[config.mk]
export PLATFORM = sky130hd
export DESIGN_NAME = crpt_cell
export DESIGN_NICKNAME = d
export VERILOG_FILES = /design/src/hw/rtl/assert_macros.svh /design/src/hw/rtl/crpt_pkg.sv /design/src/hw/rtl/crpt_cell.sv
export SDC_FILE = /design/constraint.sdc
export NUM_CORES = 2
export LEC_CHECK = 0
export BUFFER_PORTS_ARGS = -buffer_cell sky130_fd_sc_hd__buf_2
export CORE_MARGIN = 2
export CORE_UTILIZATION = 38
export CTS_CLUSTER_DIAMETER = 40
export DETAILED_ROUTE_END_ITERATION = 12
export GPL_TIMING_DRIVEN = 1
export PLACE_DENSITY = 0.53
export SYNTH_ARGS = -nofsm -noshare
export SYNTH_HDL_FRONTEND = slang
export SYNTH_SLANG_ARGS = --single-unit
[constraint.sdc]
create_clock -name clk -period 11.6 [get_ports clk]
set_input_delay 0.58 -clock clk [delete_from_list [all_inputs] [get_ports clk]]
set_output_delay 0.58 -clock clk [all_outputs]
set_load 0.01 [all_outputs]
[src/hw/rtl/assert_macros.svh]
// Assertion macros shared by the convex region point test RTL.
`ifndef ASSERT_MACROS_SVH
`define ASSERT_MACROS_SVH

// Clocked check, disabled while reset is asserted.
`define CRPT_ASSERT(lbl, prop) \
  lbl: assert property (@(posedge clk) disable iff (!rst_n) prop) \
    else $error("crpt check failed");

// Clocked check that also runs through reset.
`define CRPT_ASSERT_ALWAYS(lbl, prop) \
  lbl: assert property (@(posedge clk) prop) \
    else $error("crpt check failed");

`endif

[src/hw/rtl/crpt_pkg.sv]
// Shared constants and the query token type for the convex region point test.
package crpt_pkg;

  localparam int MAX_VERTICES_DEF = 16;

  localparam int ADDR_W = 4;
  localparam int DATA_W = 32;
  localparam int CNT_W  = 5;
  localparam int ORG_W  = 14;
  localparam int IDX_W  = 4;
  localparam int PT_W   = 15;
  localparam int VTX_W  = 15;
  localparam int DIF_W  = 16;
  localparam int PRD_W  = 32;
  localparam int SUM_W  = 33;
  localparam int MAG_W  = 16;
  localparam int LEN_W  = 31;

  localparam logic OP_LOAD  = 1'b0;
  localparam logic OP_QUERY = 1'b1;

  localparam logic [1:0] REG_COUNT = 2'd0;
  localparam logic [1:0] REG_ORG_X = 2'd1;
  localparam logic [1:0] REG_ORG_Y = 2'd2;

  // One query travelling down the cell chain. The edge test is skewed over
  // three cells: products, then cross value, then the squared compare.
  typedef struct packed {
    logic                    vld;
    logic signed [PT_W-1:0]  px;
    logic signed [PT_W-1:0]  py;
    logic signed [VTX_W-1:0] pvx;
    logic signed [VTX_W-1:0] pvy;
    logic                    box_any;
    logic signed [VTX_W-1:0] mnx;
    logic signed [VTX_W-1:0] mxx;
    logic signed [VTX_W-1:0] mny;
    logic signed [VTX_W-1:0] mxy;
    logic                    pa_vld;
    logic signed [PRD_W-1:0] m1;
    logic signed [PRD_W-1:0] m2;
    logic [LEN_W-2:0]        sqx;
    logic [LEN_W-2:0]        sqy;
    logic                    pb_vld;
    logic                    neg;
    logic                    near;
    logic [MAG_W-1:0]        cmag;
    logic [LEN_W-1:0]        len;
    logic                    ok;
  } crpt_tok_t;

endpackage

[src/hw/rtl/crpt_cell.sv]
// One chain cell: holds a vertex, folds it into the box, runs one slice of edge tests.
module crpt_cell (
  input  logic                           clk,
  input  logic                           rst_n,
  input  logic                           adv,
  input  logic                           act,
  input  logic                           seg_act,
  input  logic                           wr_en,
  input  logic signed [crpt_pkg::VTX_W-1:0] wr_x,
  input  logic signed [crpt_pkg::VTX_W-1:0] wr_y,
  input  crpt_pkg::crpt_tok_t            tok_in,
  output crpt_pkg::crpt_tok_t            tok_out
);
  import crpt_pkg::*;

  logic signed [VTX_W-1:0] vx_r;
  logic signed [VTX_W-1:0] vy_r;
  crpt_tok_t               tok_r;
  crpt_tok_t               tok_nxt;

  logic signed [DIF_W-1:0] dx;
  logic signed [DIF_W-1:0] dy;
  logic signed [DIF_W-1:0] ex;
  logic signed [DIF_W-1:0] ey;
  logic signed [PRD_W-1:0] m1;
  logic signed [PRD_W-1:0] m2;
  logic signed [PRD_W-1:0] px2;
  logic signed [PRD_W-1:0] py2;
  logic signed [SUM_W-1:0] c;
  logic [PRD_W-1:0]        csq;
  logic                    fail;

  always_ff @(posedge clk) begin
    if (wr_en) begin
      vx_r <= wr_x;
      vy_r <= wr_y;
    end
  end

  always_ff @(posedge clk) begin
    if (!rst_n) begin
      tok_r.vld <= 1'b0;
    end else if (adv) begin
      tok_r <= tok_nxt;
    end
  end

  // products for the edge ending at this vertex
  assign dx  = DIF_W'(vx_r) - DIF_W'(tok_in.pvx);
  assign dy  = DIF_W'(vy_r) - DIF_W'(tok_in.pvy);
  assign ex  = DIF_W'(tok_in.px) - DIF_W'(tok_in.pvx);
  assign ey  = DIF_W'(tok_in.py) - DIF_W'(tok_in.pvy);
  assign m1  = PRD_W'(dy) * PRD_W'(ex);
  assign m2  = PRD_W'(dx) * PRD_W'(ey);
  assign px2 = PRD_W'(dx) * PRD_W'(dx);
  assign py2 = PRD_W'(dy) * PRD_W'(dy);

  // cross value of the edge one cell back
  assign c = SUM_W'(tok_in.m2) - SUM_W'(tok_in.m1);

  // squared compare of the edge two cells back; negative c with |c| >= 2^16 always fails
  assign csq  = PRD_W'(tok_in.cmag) * PRD_W'(tok_in.cmag);
  assign fail = tok_in.neg && !(tok_in.near && (csq < PRD_W'(tok_in.len)));

  always_comb begin
    tok_nxt = tok_in;

    if (tok_in.pb_vld && fail) begin
      tok_nxt.ok = 1'b0;
    end

    tok_nxt.pb_vld = tok_in.pa_vld;
    tok_nxt.neg    = c[SUM_W-1];
    tok_nxt.near   = (&c[SUM_W-1:MAG_W]) && (c[MAG_W-1:0] != '0);
    tok_nxt.cmag   = (~c[MAG_W-1:0]) + MAG_W'(1);
    tok_nxt.len    = {1'b0, tok_in.sqx} + {1'b0, tok_in.sqy};

    tok_nxt.pa_vld = seg_act;
    tok_nxt.m1     = m1;
    tok_nxt.m2     = m2;
    tok_nxt.sqx    = px2[LEN_W-2:0];
    tok_nxt.sqy    = py2[LEN_W-2:0];

    if (act) begin
      tok_nxt.pvx     = vx_r;
      tok_nxt.pvy     = vy_r;
      tok_nxt.box_any = 1'b1;
      if (tok_in.box_any) begin
        tok_nxt.mnx = (vx_r < tok_in.mnx) ? vx_r : tok_in.mnx;
        tok_nxt.mxx = (vx_r > tok_in.mxx) ? vx_r : tok_in.mxx;
        tok_nxt.mny = (vy_r < tok_in.mny) ? vy_r : tok_in.mny;
        tok_nxt.mxy = (vy_r > tok_in.mxy) ? vy_r : tok_in.mxy;
      end else begin
        tok_nxt.mnx = vx_r;
        tok_nxt.mxx = vx_r;
        tok_nxt.mny = vy_r;
        tok_nxt.mxy = vy_r;
      end
    end
  end

  assign tok_out = tok_r;

endmodule

Word-level counts from Yosys, hierarchy flattened
Cells that the tools add are included.
Widths: inputs -> output; s select.

word-level totals
  register bits after elaboration = 328
  input port bits = 334
  output and inout port bits = 298
  logic and storage cells = 55

cells by class
  add/sub/neg operators = 7
  multipliers = 5
  $lt $le $gt $ge = 5
  muxes and demuxes = 6
  bitwise operators = 1
  reductions and logical operators = 8

operators with widths
  operator               number
  $mul 16x16->32         3
  $mux 91                1
  $sub 15x15->16         4
  $mul 16x16->30         2
  $mux 15                4
  $mux 60                1
  $sub 32x32->33         1
  $lt 32x31->1           1
  $add 30x30->31         1
  $gt 15x15->1           2
  $lt 15x15->1           2
  $reduce_and 17->1      1
  $add 16x1->16 const B  1
  $not 16->16            1
  $reduce_bool 16->1     1
  $logic_and 1x1->1      4
  $reduce_and 2->1       1
  $logic_not 1->1        1

Logic depth before layout (Yosys ltp)
  depth in word-level cells = 6
  mapped depth = 41
  mapped depth without buffers = 39

Worst setup path before layout
No wires, ideal clock.

  path kind = input -> register
  start point = input tok_in[252] (netlist name)
  end point = register tok_r, in the netlist tok_out[109] (data pin)
  library setup time = 0.258 ns
  arrival time = 8.515 ns
  data required time = 11.342 ns
  slack = 2.828 ns
  stages = 39
  path buffers = 1
  path through = ha_1 inv_1 fa_1 a21o_1 a21oi_1 nor2b_1 o21a_1 o41ai_2 o21ai_1 nor3_1 o21bai_1 a21o_1 xnor2_2 inv_2 clkbuf_1 nand2_1 fa_1 inv_1 (+3 left out) inv_1 fa_1 fa_1 inv_1 fa_1 inv_1 ha_1 or3_1 a211o_1 nor2_2 o21ai_1 a31oi_1 o21ai_1 o41a_1 a41o_1 o21a_1 nor2_2 xnor2_1

on the way
  longest elaborated chain between the ends = 2

ends and longest elaborated chain
  what                  RTL line         RTL
  start, declared       crpt_cell.sv:11  input crpt_pkg::crpt_tok_t tok_in,
  $sub 15x15->16        crpt_cell.sv:49  assign dx = DIF_W'(vx_r) - DIF_W'(tok_in.pvx);
  $mul 16x16->30        crpt_cell.sv:55  assign px2 = PRD_W'(dx) * PRD_W'(dx);
  named net px2[28]     crpt_cell.sv:27  logic signed [PRD_W-1:0] px2;
  end signal, assigned  crpt_cell.sv:44  tok_r <= tok_nxt;
  end, declared         crpt_cell.sv:18  crpt_tok_t tok_r;

The timed path passes the listed nets, and every way through them passes these cells.
A chain may end at the register's enable or synchronous reset.

Final worst setup path
  start point = register vy_r[0]
  end point = register tok_r, in the netlist tok_out[78] (data pin)

on the way
  longest elaborated chain between the ends = 2

ends and longest elaborated chain
  what                    RTL line         RTL
  start, declared         crpt_cell.sv:17  logic signed [VTX_W-1:0] vy_r;
  start signal, assigned  crpt_cell.sv:36  vy_r <= wr_y;
  $sub 15x15->16          crpt_cell.sv:50  assign dy = DIF_W'(vy_r) - DIF_W'(tok_in.pvy);
  $mul 16x16->30          crpt_cell.sv:56  assign py2 = PRD_W'(dy) * PRD_W'(dy);
  named net py2[27]       crpt_cell.sv:28  logic signed [PRD_W-1:0] py2;

The timed path passes the listed nets, and every way through them passes these cells.

==> out/results.ini <==
[worst_setup_path]
slowest_stage = o31ai_1
arrival_ps = 10290
critical-path-max-stage-delay_ps = 730
critical_path.max_fanout = 20
cp-start-kind = flop
critPathRequiredTime_ps = 12000
timing_worst_setup_path_type = reg2reg
path_delay_family = adder cells
cp_num_buf_inv = 9
end_kind = flop

[yosys]
ys.flop_type = edfxtp_1
synthArstFlopShare_pct = 0
synth_cell_type_count = 85
ys_ff_latch = 326
syn_inst = 6408
syn-cell-area_sq_um = 61500
ys_warn_count = 0
yosysSeqAreaShare_pct = 15.9
synth_edf_count = 325
avgSynthCellArea_sq_um = 9.60

[timing]
finalHoldViolCount = 0
min_period_over_period_pct = 85.3
maxSlewViolCount = 0
period_needed_ps = 9890
fmax_ghz = 0.101
tns_ps = 0
worst_pin_slew_ps = 1310
finClkSkew_ps = 63.4
setup_viol = 0
slew_headroom_pct = 12.3
rsz0062_at_grt = false

[drt]
drc = 0
drt_pre_antenna_iters = 5
drt_iter0_markers = 2581
postRouteAntennaNets = 0
post_drt_wl_per_cell_um = 20.2
wl_um = 187000
via_per_inst = 4.89
vias = 45500

[clocking]
cts_resized = 0
clk_pin_slew_ps = 50
cts-buffers-inserted = 75
h-tree-depth = 3
clock_sinks = 326
worstSkewPairLatency_ps = 720
cts_tree = done
cts_buffer_depth = 3
clock-root-buffer = clkbuf_16

[global_routing]
gr-total-overflow = 0
antenna_found_initial = 30
grt_max_degree = 76
gr-usage-all-layers_pct = 23.4
grt_first_pass_wirelength_um = 291000
grt_pass1_vias = 49200

[floorplanning]
rows = 147
fp.dieW_um = 406
dieArea_sq_um = 165000
core_region_area_sq_um = 161000
io_pins = 632
die_y_um = 406
start_util_pct = 38.3

[min_path]
hold_class = in2reg

[place]
io_buffers = 629
gp_congestion = 0.887
hpwl_um = 155000
dpl.cell_count = 9126

[cells_and_area]
final_cells = 9294
area_growth_pct = 14.4
layout-drive-gt1-share_pct = 13.5
layout_common_cells = inv_1 (1655), fa_1 (1139), buf_2 (629)
final_common_cell = inv_1
nets = 9162

[job]
cap_viol_max_count = 0

[status]
status = completed

[logic make-up after synthesis]
| logic type | count (synthesis) | synth area share [%] |
|---|---|---|
| DFF | 326 | 15.9 |
| buffers and inverters | 1815 | 11.1 |
| AOI/OAI and AO/OA | 679 | 7.23 |
| adders and majority gates | 1767 | 49.8 |
| muxes | 67 | 1.22 |
| other | 1 | 0.00609 |
| and+or+nand+nor | 1448 | 10.3 |
| xor gates and xnor gates | 305 | 4.38 |
[registers in the layout, indices dropped and copies added (netlist names)]
signal   count
tok_out    296
vy_r        15
vx_r        15
[synthesized netlist by cell type (18+ instances only)]
library cell	number	area share, %
o21ai_0	114	0.93
edfxtp_1	325	16
a21oi_1	185	1.5
nor3_1	52	0.42
and2_1	96	0.98
fa_1	1139	37
ha_1	628	13
o21a_1	49	0.60
a211oi_1	21	0.26
nand3_1	49	0.40
o21bai_1	34	0.41
clkbuf_1	126	0.77
nand4_1	19	0.19
mux2_2	54	0.99
a21o_1	116	1.4
a31oi_1	18	0.18
inv_1	1655	10
and3_1	18	0.18
nand2b_1	49	0.50
nor2_1	476	2.9
nand2_1	584	3.6
nor2b_1	50	0.51
o21ai_1	26	0.21
xor2_1	79	1.1
xnor2_1	223	3.2
[worst reg2reg max path: cells and delay by family, from the launching register on]
family | cells | cell delay (ps)
buffers and inverters | 9 | 990
XOR/XNOR | 2 | 250
flip-flops | 1 | 430
AND/OR/NAND/NOR | 7 | 1130
adder cells (fa/ha/maj) | 9 | 4000
AO/OA/AOI/OAI | 11 | 2730
[routing by layer]
| metal | GRT usage, % | vias to the layer above | part of all wire [%] |
|---|---|---|---|
| li1 | - | 21000 | - |
| met1 | 31.4 | 22800 | 44 |
| met2 | 38.1 | 1402 | 46 |
| met3 | 5.07 | 226 | 7.6 |
| met4 | 6.36 | 16 | 2.4 |
| met5 | 0 | - | 0.050 |
[repair_timing]
item                                   in CTS  in global routing
hold buffers                               18                  0
endpoints found under the hold margin      18                  0
setup buffers                               0                  0
[area by class of cell]
type | count | area, sq um
clock inverter | 59 | 769
sequential | 326 | 9780
timing repair buffer | 727 | 3930
tap | 2160 | 2700
fill | 15800 | 90300
clock buffer | 81 | 1900
multi-input combinational | 4268 | 45100
antenna | 10 | 25.0
inverter | 1663 | 6240
[path summary, 6_finish.rpt]
check	start	to	cells after the start	slack, ps
worst max-delay path	vy_r[0]$_DFFE_PP_	tok_out[78]$_DFFE_PP_	38	1710
worst min-delay path	wr_y[14]	vy_r[14]$_DFFE_PP_	1	70
worst max register to register	vy_r[0]$_DFFE_PP_	tok_out[78]$_DFFE_PP_	38	1710
worst min register to register	tok_out[297]$_SDFFE_PN0P_	tok_out[297]$_SDFFE_PN0P_	2	530
[metrics by stage]
| step | hold WS, ps | instance area, sq um | utilization, % | setup WS [ps] |
|---|---|---|---|---|
| after floorplan | 538 | 61500 | - | 2830 |
| after global placement | 494 | 67500 | 42.0 | 1750 |
| after detailed placement | 510 | 67500 | 42.0 | 1610 |
| after CTS | 4.77 | 70400 | 43.8 | 1670 |
| after global routing | 33.1 | 70400 | 43.8 | 985 |
| final | 66.1 | 70400 | 43.8 | 1710 |
Power is not shown: default switching activity piles up to over one toggle a cycle in this logic, so the estimate is an artifact.
