<file path="config.mk">
export PLATFORM = sky130hd
export DESIGN_NAME = crpt_result
export DESIGN_NICKNAME = d
export VERILOG_FILES = /design/src/hw/rtl/assert_macros.svh /design/src/hw/rtl/crpt_pkg.sv /design/src/hw/rtl/crpt_result.sv
export SDC_FILE = /design/constraint.sdc
export NUM_CORES = 1
export LEC_CHECK = 0
export BUFFER_PORTS_ARGS = -buffer_cell sky130_fd_sc_hd__clkbuf_2
export CORE_AREA = 2 2 117 119
export DETAILED_ROUTE_END_ITERATION = 6
export DIE_AREA = 0 0 119 121
export GPL_TIMING_DRIVEN = 0
export PLACE_DENSITY = 0.53
export SETUP_SLACK_MARGIN = 0.4
export SLEW_MARGIN = 20
export SYNTH_ARGS = -nofsm -noshare
export SYNTH_HDL_FRONTEND = slang
export SYNTH_SLANG_ARGS = --single-unit
</file>
<file path="constraint.sdc">
create_clock -name clk -period 2.8 [get_ports clk]
set_input_delay 0.56 -clock clk [delete_from_list [all_inputs] [get_ports clk]]
set_output_delay 0.56 -clock clk [all_outputs]
set_load 0.02 [all_outputs]
</file>
<file path="src/hw/rtl/assert_macros.svh">
// Assertion macros shared by the convex region point test RTL.
`ifndef ASSERT_MACROS_SVH
`define ASSERT_MACROS_SVH

// Clocked check, disabled while reset is asserted.
`define CRPT_ASSERT(lbl, prop) \
  lbl: assert property (@(posedge clk) disable iff (!rst_n) prop) \
    else $error("crpt check failed");

// Clocked check that also runs through reset.
`define CRPT_ASSERT_ALWAYS(lbl, prop) \
  lbl: assert property (@(posedge clk) prop) \
    else $error("crpt check failed");

`endif

</file>
<file path="src/hw/rtl/crpt_pkg.sv">
// Shared constants and the query token type for the convex region point test.
package crpt_pkg;

  localparam int MAX_VERTICES_DEF = 16;

  localparam int ADDR_W = 4;
  localparam int DATA_W = 32;
  localparam int CNT_W  = 5;
  localparam int ORG_W  = 14;
  localparam int IDX_W  = 4;
  localparam int PT_W   = 15;
  localparam int VTX_W  = 15;
  localparam int DIF_W  = 16;
  localparam int PRD_W  = 32;
  localparam int SUM_W  = 33;
  localparam int MAG_W  = 16;
  localparam int LEN_W  = 31;

  localparam logic OP_LOAD  = 1'b0;
  localparam logic OP_QUERY = 1'b1;

  localparam logic [1:0] REG_COUNT = 2'd0;
  localparam logic [1:0] REG_ORG_X = 2'd1;
  localparam logic [1:0] REG_ORG_Y = 2'd2;

  // One query travelling down the cell chain. The edge test is skewed over
  // three cells: products, then cross value, then the squared compare.
  typedef struct packed {
    logic                    vld;
    logic signed [PT_W-1:0]  px;
    logic signed [PT_W-1:0]  py;
    logic signed [VTX_W-1:0] pvx;
    logic signed [VTX_W-1:0] pvy;
    logic                    box_any;
    logic signed [VTX_W-1:0] mnx;
    logic signed [VTX_W-1:0] mxx;
    logic signed [VTX_W-1:0] mny;
    logic signed [VTX_W-1:0] mxy;
    logic                    pa_vld;
    logic signed [PRD_W-1:0] m1;
    logic signed [PRD_W-1:0] m2;
    logic [LEN_W-2:0]        sqx;
    logic [LEN_W-2:0]        sqy;
    logic                    pb_vld;
    logic                    neg;
    logic                    near;
    logic [MAG_W-1:0]        cmag;
    logic [LEN_W-1:0]        len;
    logic                    ok;
  } crpt_tok_t;

endpackage

</file>
<file path="src/hw/rtl/crpt_result.sv">
// Output stage: bounding box check, final flag and the result register.
module crpt_result (
  input  logic                clk,
  input  logic                rst_n,
  input  crpt_pkg::crpt_tok_t tail,
  input  logic                out_stall,
  output logic                adv,
  output logic                out_valid,
  output logic                out_inside_res
);
  import crpt_pkg::*;

  logic out_valid_r;
  logic inside_r;
  logic inbox;
  logic inside_nxt;

  assign inbox = (tail.px >= tail.mnx) && (tail.px <= tail.mxx) &&
                 (tail.py >= tail.mny) && (tail.py <= tail.mxy);
  assign inside_nxt = tail.box_any && inbox && tail.ok;

  // whole chain moves only when the result register can take a transfer
  assign adv = !out_valid_r || !out_stall;

  always_ff @(posedge clk) begin
    if (!rst_n) begin
      out_valid_r <= 1'b0;
    end else if (adv) begin
      out_valid_r <= tail.vld;
    end
  end

  always_ff @(posedge clk) begin
    if (adv) begin
      inside_r <= inside_nxt;
    end
  end

  assign out_valid      = out_valid_r;
  assign out_inside_res = inside_r;

endmodule

</file>
---- Word-level counts from Yosys, hierarchy flattened ----
Index checks and enable logic that the tools add are counted.
storage, ports and cells
  bits in registers ....................... 2
  input bits .............................. 301
  logic and storage cells ................. 14
  output and inout bits ................... 3
cells by class
  order comparisons ....................... 4
  reductions and logical operators ........ 8
operators with widths
  cell               number
  $ge 15x15->1       2
  $le 15x15->1       2
  $logic_and 1x1->1  5
  $logic_not 1->1    2
  $logic_or 1x1->1   1

---- Depth between registers and ports, before layout ----
Gate-level depths: netlist of run 1.
  depth in word-level cells ............... 6
  depth in mapped cells ................... 8
  depth with buffers taken out ............ 8

---- Least setup slack after synthesis of run 1 ----
OpenSTA, ideal clock, no wires.
  path type ............................... input to register
  start point ............................. input port tail[218] in the netlist's numbering
  end point ............................... register inside_r (netlist: out_inside_res) (data pin)
  data arrival time ....................... 2.079 ns
  buffers on the path ..................... 0
  stages on the path ...................... 8
  setup time .............................. 0.170 ns
  slack ................................... 0.551 ns
  cell sequence ........................... inv_1 ha_1 a21o_1 a2111oi_4 o21ai_2 o41ai_2 o211ai_1 nor4_2
on the way
  longest elaborated chain between the ends .. 6
ends and longest elaborated chain
  item                            line               RTL
  start, declared                 crpt_result.sv:5   input crpt_pkg::crpt_tok_t tail,
  $le 15x15->1                    crpt_result.sv:18  assign inbox = (tail.px >= tail.mnx) && (tail.px <= tail.mxx) &&
  $logic_and 1x1->1 (2 in a row)  crpt_result.sv:18
  $logic_and 1x1->1               crpt_result.sv:19  (tail.py >= tail.mny) && (tail.py <= tail.mxy);
  $logic_and 1x1->1 (2 in a row)  crpt_result.sv:20  assign inside_nxt = tail.box_any && inbox && tail.ok;
  named net inside_nxt            crpt_result.sv:16  logic inside_nxt;
  end signal, assigned            crpt_result.sv:35  inside_r <= inside_nxt;
  end, declared                   crpt_result.sv:14  logic inside_r;
The timed path passes the listed nets, and every way through them passes these cells.
A chain may end at the register's enable or synchronous reset.

---- Worst setup path after layout of run 1 ----
  start point ............................. input port tail[235] in the netlist's numbering
  end point ............................... register inside_r (netlist: out_inside_res) (data pin)
on the way
  longest elaborated chain between the ends .. 6
ends and longest elaborated chain
  item                            line
  $ge 15x15->1                    crpt_result.sv:18
  $logic_and 1x1->1 (2 in a row)  crpt_result.sv:18
  $logic_and 1x1->1               crpt_result.sv:19
  $logic_and 1x1->1 (2 in a row)  crpt_result.sv:20
  named net inside_nxt            crpt_result.sv:16
The timed path passes the listed nets, and every way through them passes these cells.

==> results of run 1 <==
## registers in the layout, indices dropped and copies added (netlist names)
signal / cells
out_inside_res: 1
out_valid: 1
## stage by stage
step | util | cells | power [mW]
after CTS | 0.185 | 495 | 0.567
final | 0.186 | 495 | 0.558
after global routing | 0.186 | 495 | 0.617
after detailed placement | 0.178 | 491 | 0.335
after floorplan | - | 217 | 0.209
after global placement | 0.178 | 491 | 0.325
## area by class of cell
type	count	area, sq um
fill	1492	10600
inverter	61	229
sequential	2	50.0
timing repair buffer	98	490
tap	176	220
multi-input combinational	154	1370
clock buffer	4	78.8
## placed cells by master, fill, tap and decap left out, types with 3 or more instances in the layout
cell type  count
a21oi_1       18
o21ai_0        5
inv_1         61
nand3_1        8
a211oi_1       3
a21o_1         6
nor2_1         7
nand4_1       11
ha_1          60
nand2_1        8
clkbuf_2      98
nor2b_1        3
clkbuf_16      3
## power groups by stage
stage	logic, mW	registers (mW)	clock network, mW
after detailed placement	0.301	0.0338	0
after global routing	0.351	0.0339	0.233
final	0.302	0.0335	0.222
after CTS	0.308	0.0335	0.226
after floorplan	0.173	0.0359	0
after global placement	0.291	0.0337	0
## layer usage
metal  global-route usage  routed length (microns)  share of wire  vias up
met5                    0                        0              0        -
met2                0.131                     2440           0.47       61
met3               0.0211                      443          0.086        2
met4               0.0119                       10         0.0019        0
met1               0.0844                     2260           0.44      778
li1                     -                        -              -      972
## cells by family (layout without fill, tap and decap cells)
group                      Yosys count  in the layout
buffers and inverters               61            163
adders and majority gates           60             60
and+or+nand+nor                     47             47
AOI/OAI and AO/OA                   46             46
DFF                                  2              2
muxes                                1              1
## repair_timing
action	4_1_cts	5_1_grt
resized for setup	1	2
pin swaps	1	0
endpoints found under the setup margin	1	1
## worst min-delay path: stages (launching register included)
cell and delay (ns):
dfxtp_1 0.31, a21oi_1 0.12, nor2b_1 0.05
## final timing paths
check	startpoint	end	slack [ns]
max	tail[235]	out_inside_res$_DFFE_PP_	0.55
min	out_valid$_SDFFE_PN0P_	out_valid$_SDFFE_PN0P_	0.54
min reg2reg	out_valid$_SDFFE_PN0P_	out_valid$_SDFFE_PN0P_	0.54
max reg2reg	out_valid$_SDFFE_PN0P_	out_inside_res$_DFFE_PP_	2.10
==> metrics.md, run 1 <==
| Metric | Value |
|---|---|
| Sw power | `188 uW` |
| P_int | `369 uW` |
| Ys async rst share | `0` |
| Ant. Diodes | `0` |
| Setup Total Neg Slack | `0 ns` |
| Synth Flop Type | `edfxtp_1` |
| Top post-synthesis cells by count | `inv_1 (61), ha_1 (60), a21oi_1 (18), nand4_1 (11)` |
| CTS Sinks | `2` |
| Critical path endpoint category | `flip-flop` |
| Seq pwr share | `0.060` |
| Crit-path leading delay family | `compound AO/OA/AOI/OAI gates` |
| CTS HTree Levels | `1` |
| P_leak | `1.46 nW` |
| Drt drc | `0` |
| Root Buffer | `clkbuf_16` |
| Die ar. | `14400 sq um` |
| Post-Syn Area | `1620 sq um` |
| Largest net degree at the start of global routing | `6` |
| Min Tclk post-route | `2.25 ns` |
| Synth Area in Compound Gates | `0.202` |
| Slew HR | `0.716` |
| Layout area overhead | `50.0%` |
| Worst vdd ir | `112 uV` |
| TritonCTS Buffers | `3` |
| Synthesized flop and latch total | `2` |
| DR iter-0 viols | `14` |
| Register area share after synthesis | `0.0308` |
| Clock skew | `0.00220 ns` |
| Post-DP HPWL | `5.00 mm` |
| Most common cell in the netlist | `inv_1` |
| Post-Synthesis Cells | `217` |
| Floorplan Core Area | `13100 sq um` |
| Critical Path RT | `2.76 ns` |
| Standard-cell rows | `42` |
| Syn nets | `578` |
| Worst Path Class, Setup | `input pin to flip-flop` |
| First-pass detailed-route iteration total | `5` |
| CP max FO | `5` |
| Max frequency | `445 MHz` |
| GPL Wtd Cong | `0.745` |
| Top cell type's share of synthesized area | `0.462` |
| Largest family of logic cells by synthesized area | `adder cells` |
| Worst setup SP type | `input pin` |
| MaxCap Viol Count | `0` |
| Simple-gate area share of the yosys netlist | `0.158` |
| Avg Synthesized Cell Area | `7.48 sq um` |
| Worst path bufs/invs | `2` |
| Grt total ovfl | `0` |
| Switching share of total power | `0.337` |
| CTS clk-pin slew, worst paths | `0.03 ns` |
| Vias in the first global route | `1959` |
| CP max-delay cell | `ha_1` |
| Mux cell area share after synthesis | `0.00616` |
| DR vias/cell | `3.66` |
| Final Hold Violating Endpoints | `0` |
| Final setup vio count | `0` |
| First-pass GRT wire length | `8.38 mm` |
| Worst path max stage delay | `0.36 ns` |
| Status | `finished clean` |
| Number of setup buffers added after CTS | `0` |
| Power Density | `229 nW/um^2` |
| Design area | `2440 sq um` |
| Total Routing Usage GR | `0.0721` |
| Xor/xnor share of the synthesized area | `0` |
| Avg WL per Cell | `10.4 microns` |
| Final worst slack | `0.553 ns` |
| Via count | `1813` |
| Synth top area cells | `ha_1 (46%), inv_1 (14%), a21oi_1 (5.5%)` |
| Max Slew Vio Count | `0` |
| Hold_ws | `0.537 ns` |
| Hold path depth | `2` |
| RSZ-0062 raised after global routing | `yes` |
| Hold-fix buffers, CTS | `0` |
| Port Buf Inserts | `98` |
| Initial Util | `0.124` |
| Post-synth cell types | `33` |
| Placement Cell Area | `2330 sq um` |
| Clock Power Share | `0.399` |
| # IOs | `304` |
| Hold Path Class | `flip-flop to flip-flop` |
| CTS tree | `yes` |
| Initial antenna violation count | `0` |
| Post-synth top area cell | `ha_1` |
| Worst reg-to-reg path cell count | `1` |
| Nets@finish | `681` |
| Number of cells on the critical path | `8` |
| Clock buffer depth | `2` |
| Share of cells above drive strength 1 | `0.335` |
| Crit path cell chain | `clkbuf_2 > inv_1 > ha_1 > and4_1 > a221oi_2 > and3_1 > a2bb2oi_1 > nor4_2` |
| Die height | `121 microns` |
| Chip width | `119 microns` |
| Clk_lat worst skew | `0.22 ns` |
| EDFF count, synth | `1` |
| Post-route antenna net violation count | `0` |
| DRT Wirelength | `5.16 mm` |
| Gate power share | `0.541` |
| Syn. warnings | `0` |
| Place WS | `0.0580 ns` |
| Slew at the pin closest to its max-slew limit | `0.424 ns` |
| Crit path arrival time | `2.20 ns` |
| Post-Synth Adder-Cell Area | `0.462` |
| Final Cycle Share | `0.802` |
Note: power is estimated with default switching activity, not from simulation.
==> inputs of run 2 (changes only) <==
--- a/config.mk
+++ b/config.mk
@@ -10,7 +10,7 @@
 export DETAILED_ROUTE_END_ITERATION = 6
 export DIE_AREA = 0 0 119 121
 export GPL_TIMING_DRIVEN = 0
-export PLACE_DENSITY = 0.53
+export PLACE_DENSITY = 0.54
 export SETUP_SLACK_MARGIN = 0.4
 export SLEW_MARGIN = 20
 export SYNTH_ARGS = -nofsm -noshare
==> constraint.sdc (replaced) <==
create_clock -name clk -period 1.97 [get_ports clk]
set_input_delay 0.394 -clock clk [delete_from_list [all_inputs] [get_ports clk]]
set_output_delay 0.394 -clock clk [all_outputs]
set_load 0.02 [all_outputs]
==> run 2 against run 1 <==
  * The run now ends with setup timing left
  * Sequential share of layout area hardly changed
  * Cell area increased by 1.6%
  * Die area stayed put
  * Final cell count stayed put
  * Register-to-register slack got worse by 0.82 ns
  * Clock power is 40% higher
  * Routed wire length up 4.8%
  * Utilization grew 0.31 points
  * Total power grew 44%
  * Critical endpoint unchanged
  * Largest power group unchanged
  * Highest routed layer unchanged
==> metrics.md, run 2 (same netlist as run 1, synthesis figures left out) <==
| Metric | Value |
|---|---|
| Status | `finished with violations (was finished clean)` |
| Failing checks | `setup timing` |
| Worst Path Class, Setup | `input pin to flip-flop (unchanged)` |
| FF-to-FF Start | `out_valid$_SDFFE_PN0P_ (unchanged)` |
| Design Power | `802 uW (was 558 uW)` |
| Layout area overhead | `52.5% (was 50.0%)` |
| Seq pwr share | `0.059 (was 0.060)` |
| GPL Wtd Cong | `0.745 (about the same)` |
| GR Layer Usage met3 | `0.0127 (was 0.0211)` |
| CTS HTree Levels | `1 (unchanged)` |
| Worst setup SP type | `input pin (unchanged)` |
| Max Slew Vio Count | `0 (unchanged)` |
| Nets@finish | `681 (unchanged)` |
| Initial antenna violation count | `0 (unchanged)` |
| Routing usage on met2 | `0.127 (was 0.131)` |
| Clk_lat worst skew | `0.22 ns (about the same)` |
| Largest net degree at the start of global routing | `6 (unchanged)` |
| CTS clk-pin slew, worst paths | `0.03 ns (about the same)` |
| P_leak | `1.46 nW (about the same)` |
| DRT Wirelength | `5.41 mm (was 5.16 mm)` |
| Crit path arrival time | `2.04 ns (was 2.20 ns)` |
| Drt drc | `0 (unchanged)` |
| Worst reg-to-reg path cell count | `1 (unchanged)` |
| Post-DP HPWL | `5.20 mm (was 5.00 mm)` |
| Sw power | `272 uW (was 188 uW)` |
| Clock skew | `0.00254 ns (was 0.00220 ns)` |
| P_int | `530 uW (was 369 uW)` |
| Max frequency | `499 MHz` |
| Power Density | `324 nW/um^2 (was 229 nW/um^2)` |
| Total Routing Usage GR | `0.0744 (was 0.0721)` |
| Port Buf Inserts | `98 (unchanged)` |
| Most frequent cells in the layout | `clkbuf_2 (98), inv_1 (60), ha_1 (58) (was clkbuf_2 (98), inv_1 (61), ha_1 (60))` |
| Via count | `1835 (was 1813)` |
| Ant. Diodes | `0 (unchanged)` |
| Busiest grt layer | `met2 (unchanged)` |
| Initial Util | `0.124 (unchanged)` |
| RSZ-0062 raised after global routing | `yes (unchanged)` |
| Critical path endpoint category | `flip-flop (unchanged)` |
| Min Tclk post-route | `2.00 ns` |
| Critical Path RT | `2.00 ns (was 2.76 ns)` |
| CP endpoint | `out_inside_res$_DFFE_PP_ (unchanged)` |
| DR vias/cell | `3.71 (was 3.66)` |
| Clock Power Share | `0.388 (was 0.399)` |
| First-pass GRT wire length | `8.76 mm (was 8.38 mm)` |
| Die ar. | `14400 sq um (unchanged)` |
| Avg WL per Cell | `10.9 microns (was 10.4 microns)` |
| Worst vdd ir | `242 uV (was 112 uV)` |
| Commonest non-fill, non-tap cell in the layout | `clkbuf_2 (unchanged)` |
| Share of cells above drive strength 1 | `0.351 (was 0.335)` |
| Grt total ovfl | `0 (unchanged)` |
| CTS Sinks | `2 (unchanged)` |
| Hold Path Class | `input pin to flip-flop (was flip-flop to flip-flop)` |
| Die height | `121 microns (unchanged)` |
| First-pass detailed-route iteration total | `4 (was 5)` |
| Place WS | `-0.558 ns (was 0.0580 ns)` |
| DR iter-0 viols | `28 (was 14)` |
| Root Buffer | `clkbuf_16 (unchanged)` |
| MaxCap Viol Count | `0 (unchanged)` |
| Final worst slack | `-0.0322 ns (was 0.553 ns)` |
| Standard-cell rows | `42 (unchanged)` |
| Chip width | `119 microns (unchanged)` |
| Vias in the first global route | `1972 (was 1959)` |
| Reg2Reg Setup Slack | `1.28 ns (was 2.10 ns)` |
| Gate power share | `0.552 (was 0.541)` |
| Floorplan Core Area | `13100 sq um (unchanged)` |
| CTS tree | `yes (unchanged)` |
| Routing usage on met1 | `0.102 (was 0.0844)` |
| Clock buffer depth | `2 (unchanged)` |
| Hold-fix buffers, CTS | `0 (unchanged)` |
| # IOs | `304 (unchanged)` |
| Slew at the pin closest to its max-slew limit | `0.461 ns (was 0.424 ns)` |
| TritonCTS Buffers | `3 (unchanged)` |
| Slew HR | `0.693 (was 0.716)` |
| Switching share of total power | `0.339 (was 0.337)` |
| Final Hold Violating Endpoints | `0 (unchanged)` |
| Final setup vio count | `1 (was 0)` |
| CP max FO | `2 (was 5)` |
| Post-route antenna net violation count | `0 (unchanged)` |
| Final Cycle Share | `1.02` |
| CP Launch Point | `tail[207] (was tail[235])` |
| FF-to-FF End | `out_inside_res$_DFFE_PP_ (unchanged)` |
| Hold path depth | `2 (unchanged)` |
==> run 2: worst min path at each step <==
stage	from	end
floorplan	rst_n	out_valid$_SDFFE_PN0P_
global placement	out_valid$_SDFFE_PN0P_	out_inside_res$_DFFE_PP_
detailed placement	out_valid$_SDFFE_PN0P_	out_inside_res$_DFFE_PP_
CTS	rst_n	out_valid$_SDFFE_PN0P_
global route	rst_n	out_valid$_SDFFE_PN0P_
finish	rst_n	out_valid$_SDFFE_PN0P_
==> run 2: worst max-delay path, stage by stage <==
cell and delay, ns:
clkbuf_2 0.07, inv_1 0.03, ha_1 0.29, nor2b_1 0.13, o211ai_1 0.21, a211oi_1 0.13
o41ai_2 0.39, o211ai_1 0.19, nor4_4 0.19
==> run 2: layer usage <==
layer / wire, microns / vias up
met4: 14 / 0
li1: - / 971
met1: 2610 / 807
met3: 327 / 2
met2: 2460 / 55
met5: 0 / -
==> run 2: layout make-up <==
class	count	area, sq um
Fill cell	1485	10600
Multi-Input combinational cell	154	1410
Timing Repair Buffer	98	490
Inverter	61	229
Tap cell	176	220
Clock buffer	4	78.8
Sequential cell	2	50.0
==> run 2: power groups by stage <==
stage	sequential (mW)	combinational (mW)	clock, mW
final	0.0477	0.443	0.311
after global routing	0.0479	0.513	0.322
after CTS	0.0478	0.443	0.316
after detailed placement	0.0483	0.432	0
after global placement	0.0479	0.421	0
after floorplan	0.0511	0.249	0
==> run 2: what timing repair did <==
| action | CTS | global route |
|---|---|---|
| setup endpoints to repair | 1 | 1 |
| pin swaps | 1 | 1 |
| setup buffers | 0 | 0 |
| gates resized for setup | 4 | 4 |
==> run 2: metrics by stage <==
step | hold slack, ns | cell area (sq um) | utilization | setup TNS, ns | cells
after floorplan | 0.522 | 1630 | - | 0 | 217
after global placement | 0.512 | 2340 | 0.179 | -0.581 | 491
after detailed placement | 0.542 | 2340 | 0.179 | -0.558 | 491
after CTS | 0.403 | 2450 | 0.187 | -0.111 | 495
after global routing | 0.430 | 2480 | 0.189 | -0.190 | 495
final | 0.396 | 2480 | 0.189 | -0.0322 | 495
==> inputs of run 3 (changes only) <==
--- a/config.mk
+++ b/config.mk
@@ -11,6 +11,7 @@
 export DIE_AREA = 0 0 119 121
 export GPL_TIMING_DRIVEN = 0
 export PLACE_DENSITY = 0.54
+export RECOVER_POWER = 100
 export SETUP_SLACK_MARGIN = 0.4
 export SLEW_MARGIN = 20
 export SYNTH_ARGS = -nofsm -noshare
==> run 3 against run 2 <==
  * The flow still finishes with violations (setup timing)
  * Sequential share of layout area hardly changed
  * Register-to-register slack about the same
  * Fmax is the same
  * Via count shrank 0.11%
  * Die area unchanged
  * Critical path type unchanged
  * Critical endpoint unchanged
==> metrics.md, run 3 (same netlist as run 1, synthesis figures left out) <==
| Metric | Value |
|---|---|
| Sw power | `272 uW (about the same)` |
| Final worst slack | `-0.0322 ns (about the same)` |
| Drt drc | `0 (unchanged)` |
| Grt total ovfl | `0 (unchanged)` |
| Placement Cell Area | `2340 sq um (unchanged)` |
| Design area | `2470 sq um (was 2480 sq um)` |
| # IOs | `304 (unchanged)` |
| Gate power share | `0.552 (about the same)` |
| Die ar. | `14400 sq um (unchanged)` |
| Worst Path Class, Setup | `input pin to flip-flop (unchanged)` |
| P_leak | `1.45 nW (was 1.46 nW)` |
| First-pass GRT wire length | `8.76 mm (unchanged)` |
| Final Cycle Share | `1.02 (about the same)` |
| Hold path start | `rst_n (unchanged)` |
| Floorplan Core Area | `13100 sq um (unchanged)` |
| DRT Wirelength | `5.42 mm (was 5.41 mm)` |
| Initial antenna violation count | `0 (unchanged)` |
| Vias in the first global route | `1972 (unchanged)` |
| Max frequency | `499 MHz (unchanged)` |
| Max Slew Vio Count | `0 (unchanged)` |
| Worst setup SP type | `input pin (unchanged)` |
| CTS HTree Levels | `1 (unchanged)` |
| Slew HR | `0.693 (unchanged)` |
| Final setup vio count | `1 (unchanged)` |
| P_int | `529 uW (was 530 uW)` |
| Power Density | `324 nW/um^2 (about the same)` |
| TritonCTS Buffers | `3 (unchanged)` |
| Initial Util | `0.124 (unchanged)` |
| Critical Path RT | `2.00 ns (about the same)` |
| Commonest non-fill, non-tap cell in the layout | `clkbuf_2 (unchanged)` |
| DR vias/cell | `3.70 (was 3.71)` |
| Nets@finish | `681 (unchanged)` |
| Worst vdd ir | `242 uV (about the same)` |
| First-pass detailed-route iteration total | `4 (unchanged)` |
| Critical path endpoint category | `flip-flop (unchanged)` |
| Status | `finished with violations (unchanged)` |
| Clock buffer depth | `2 (unchanged)` |
| GPL Wtd Cong | `0.745 (unchanged)` |
| Min Tclk post-route | `2.00 ns (about the same)` |
| Via count | `1833 (was 1835)` |
| Ant. Diodes | `0 (unchanged)` |
| Avg WL per Cell | `10.9 microns (about the same)` |
| Clock skew | `0.00254 ns (about the same)` |
| RSZ-0062 raised after global routing | `yes (unchanged)` |
| Root Buffer | `clkbuf_16 (unchanged)` |
| CP Launch Point | `tail[207] (unchanged)` |
| Layout area overhead | `52.2% (was 52.5%)` |
| CTS clk-pin slew, worst paths | `0.03 ns (about the same)` |
| Slew at the pin closest to its max-slew limit | `0.461 ns (unchanged)` |
| Share of cells above drive strength 1 | `0.342 (was 0.351)` |
| Die height | `121 microns (unchanged)` |
| CTS Sinks | `2 (unchanged)` |
| CP max FO | `2 (unchanged)` |
| Clock Power Share | `0.389 (was 0.388)` |
| Hold-fix buffers, CTS | `0 (unchanged)` |
| Switching share of total power | `0.339 (about the same)` |
| Crit path arrival time | `2.04 ns (about the same)` |
| Port Buf Inserts | `98 (unchanged)` |
| Dpl cells | `491 (unchanged)` |
| Seq pwr share | `0.059 (about the same)` |
| Post-route antenna net violation count | `0 (unchanged)` |
| Standard-cell rows | `42 (unchanged)` |
| Chip width | `119 microns (unchanged)` |
| Final std cells w/o fill | `495 (unchanged)` |
| Final Hold Violating Endpoints | `0 (unchanged)` |
| Total Routing Usage GR | `0.0744 (unchanged)` |
| Number of setup buffers added after CTS | `0 (unchanged)` |
| FF-to-FF Start | `out_valid$_SDFFE_PN0P_ (unchanged)` |
| Failing checks | `setup timing (unchanged)` |
| CTS tree | `yes (unchanged)` |
| Hold Path Class | `input pin to flip-flop (unchanged)` |
| Largest net degree at the start of global routing | `6 (unchanged)` |
| MaxCap Viol Count | `0 (unchanged)` |
| Setup Total Neg Slack | `-0.0322 ns (about the same)` |
| Post-DP HPWL | `5.20 mm (unchanged)` |
| Most frequent cells in the layout | `clkbuf_2 (95), inv_1 (60), ha_1 (58) (was clkbuf_2 (98), inv_1 (60), ha_1 (58))` |
| Clk_lat worst skew | `0.22 ns (about the same)` |
| DR iter-0 viols | `28 (unchanged)` |
-- run 3: path summary, 6_finish.rpt --
path	to	slack (ns)	cells past startpoint
min	out_valid$_SDFFE_PN0P_	0.40	2
max	out_inside_res$_DFFE_PP_	-0.03	9
min reg2reg	out_inside_res$_DFFE_PP_	0.53	1
max reg2reg	out_inside_res$_DFFE_PP_	1.28	1
-- run 3: final cells by class --
| cell class | count | area, sq um |
|---|---|---|
| timing repair buffer | 98 | 487 |
| tap | 176 | 220 |
| clock buffer | 4 | 78.8 |
| sequential | 2 | 50.0 |
| inverter | 61 | 229 |
| fill | 1487 | 10600 |
| multi-input combinational | 154 | 1410 |
-- run 3: what timing repair did --
action                                 CTS  global route
pin swaps                                1             1
cloned                                   0             0
setup endpoints to repair                1             1
endpoints found under the hold margin    0             0
gates resized for setup                  4             4
-- run 3: metal layers --
layer | global-route usage | vias to the layer above | wire length, microns
met5 | 0 | - | 0
met4 | 0.00670 | 0 | 14
met3 | 0.0127 | 2 | 324
met2 | 0.127 | 53 | 2460
met1 | 0.102 | 807 | 2620
li1 | - | 971 | -
-- run 3: per-stage QoR --
stage                     setup WS, ns  power, mW   util  hold WS [ns]
after floorplan                 0.0728      0.300      -         0.522
after global placement          -0.581      0.469  0.179         0.512
after detailed placement        -0.558      0.480  0.179         0.542
after CTS                       -0.111      0.806  0.187         0.403
after global routing            -0.190      0.882  0.189         0.430
final                          -0.0322      0.801  0.189         0.396
-- run 3: power by group through the flow --
stage | Clock (mW) | Combinational, mW | Sequential (mW)
finish | 0.311 | 0.442 | 0.0476
global route | 0.322 | 0.512 | 0.0479
CTS | 0.316 | 0.443 | 0.0478
detailed placement | 0 | 0.432 | 0.0483
global placement | 0 | 0.421 | 0.0479
floorplan | 0 | 0.249 | 0.0511
-- run 3: critical path, stage by stage --
cell and delay (ns):
clkbuf_2 0.07, inv_1 0.03, ha_1 0.29, nor2b_1 0.13
o211ai_1 0.21, a211oi_1 0.13, o41ai_2 0.39, o211ai_1 0.19
nor4_4 0.19
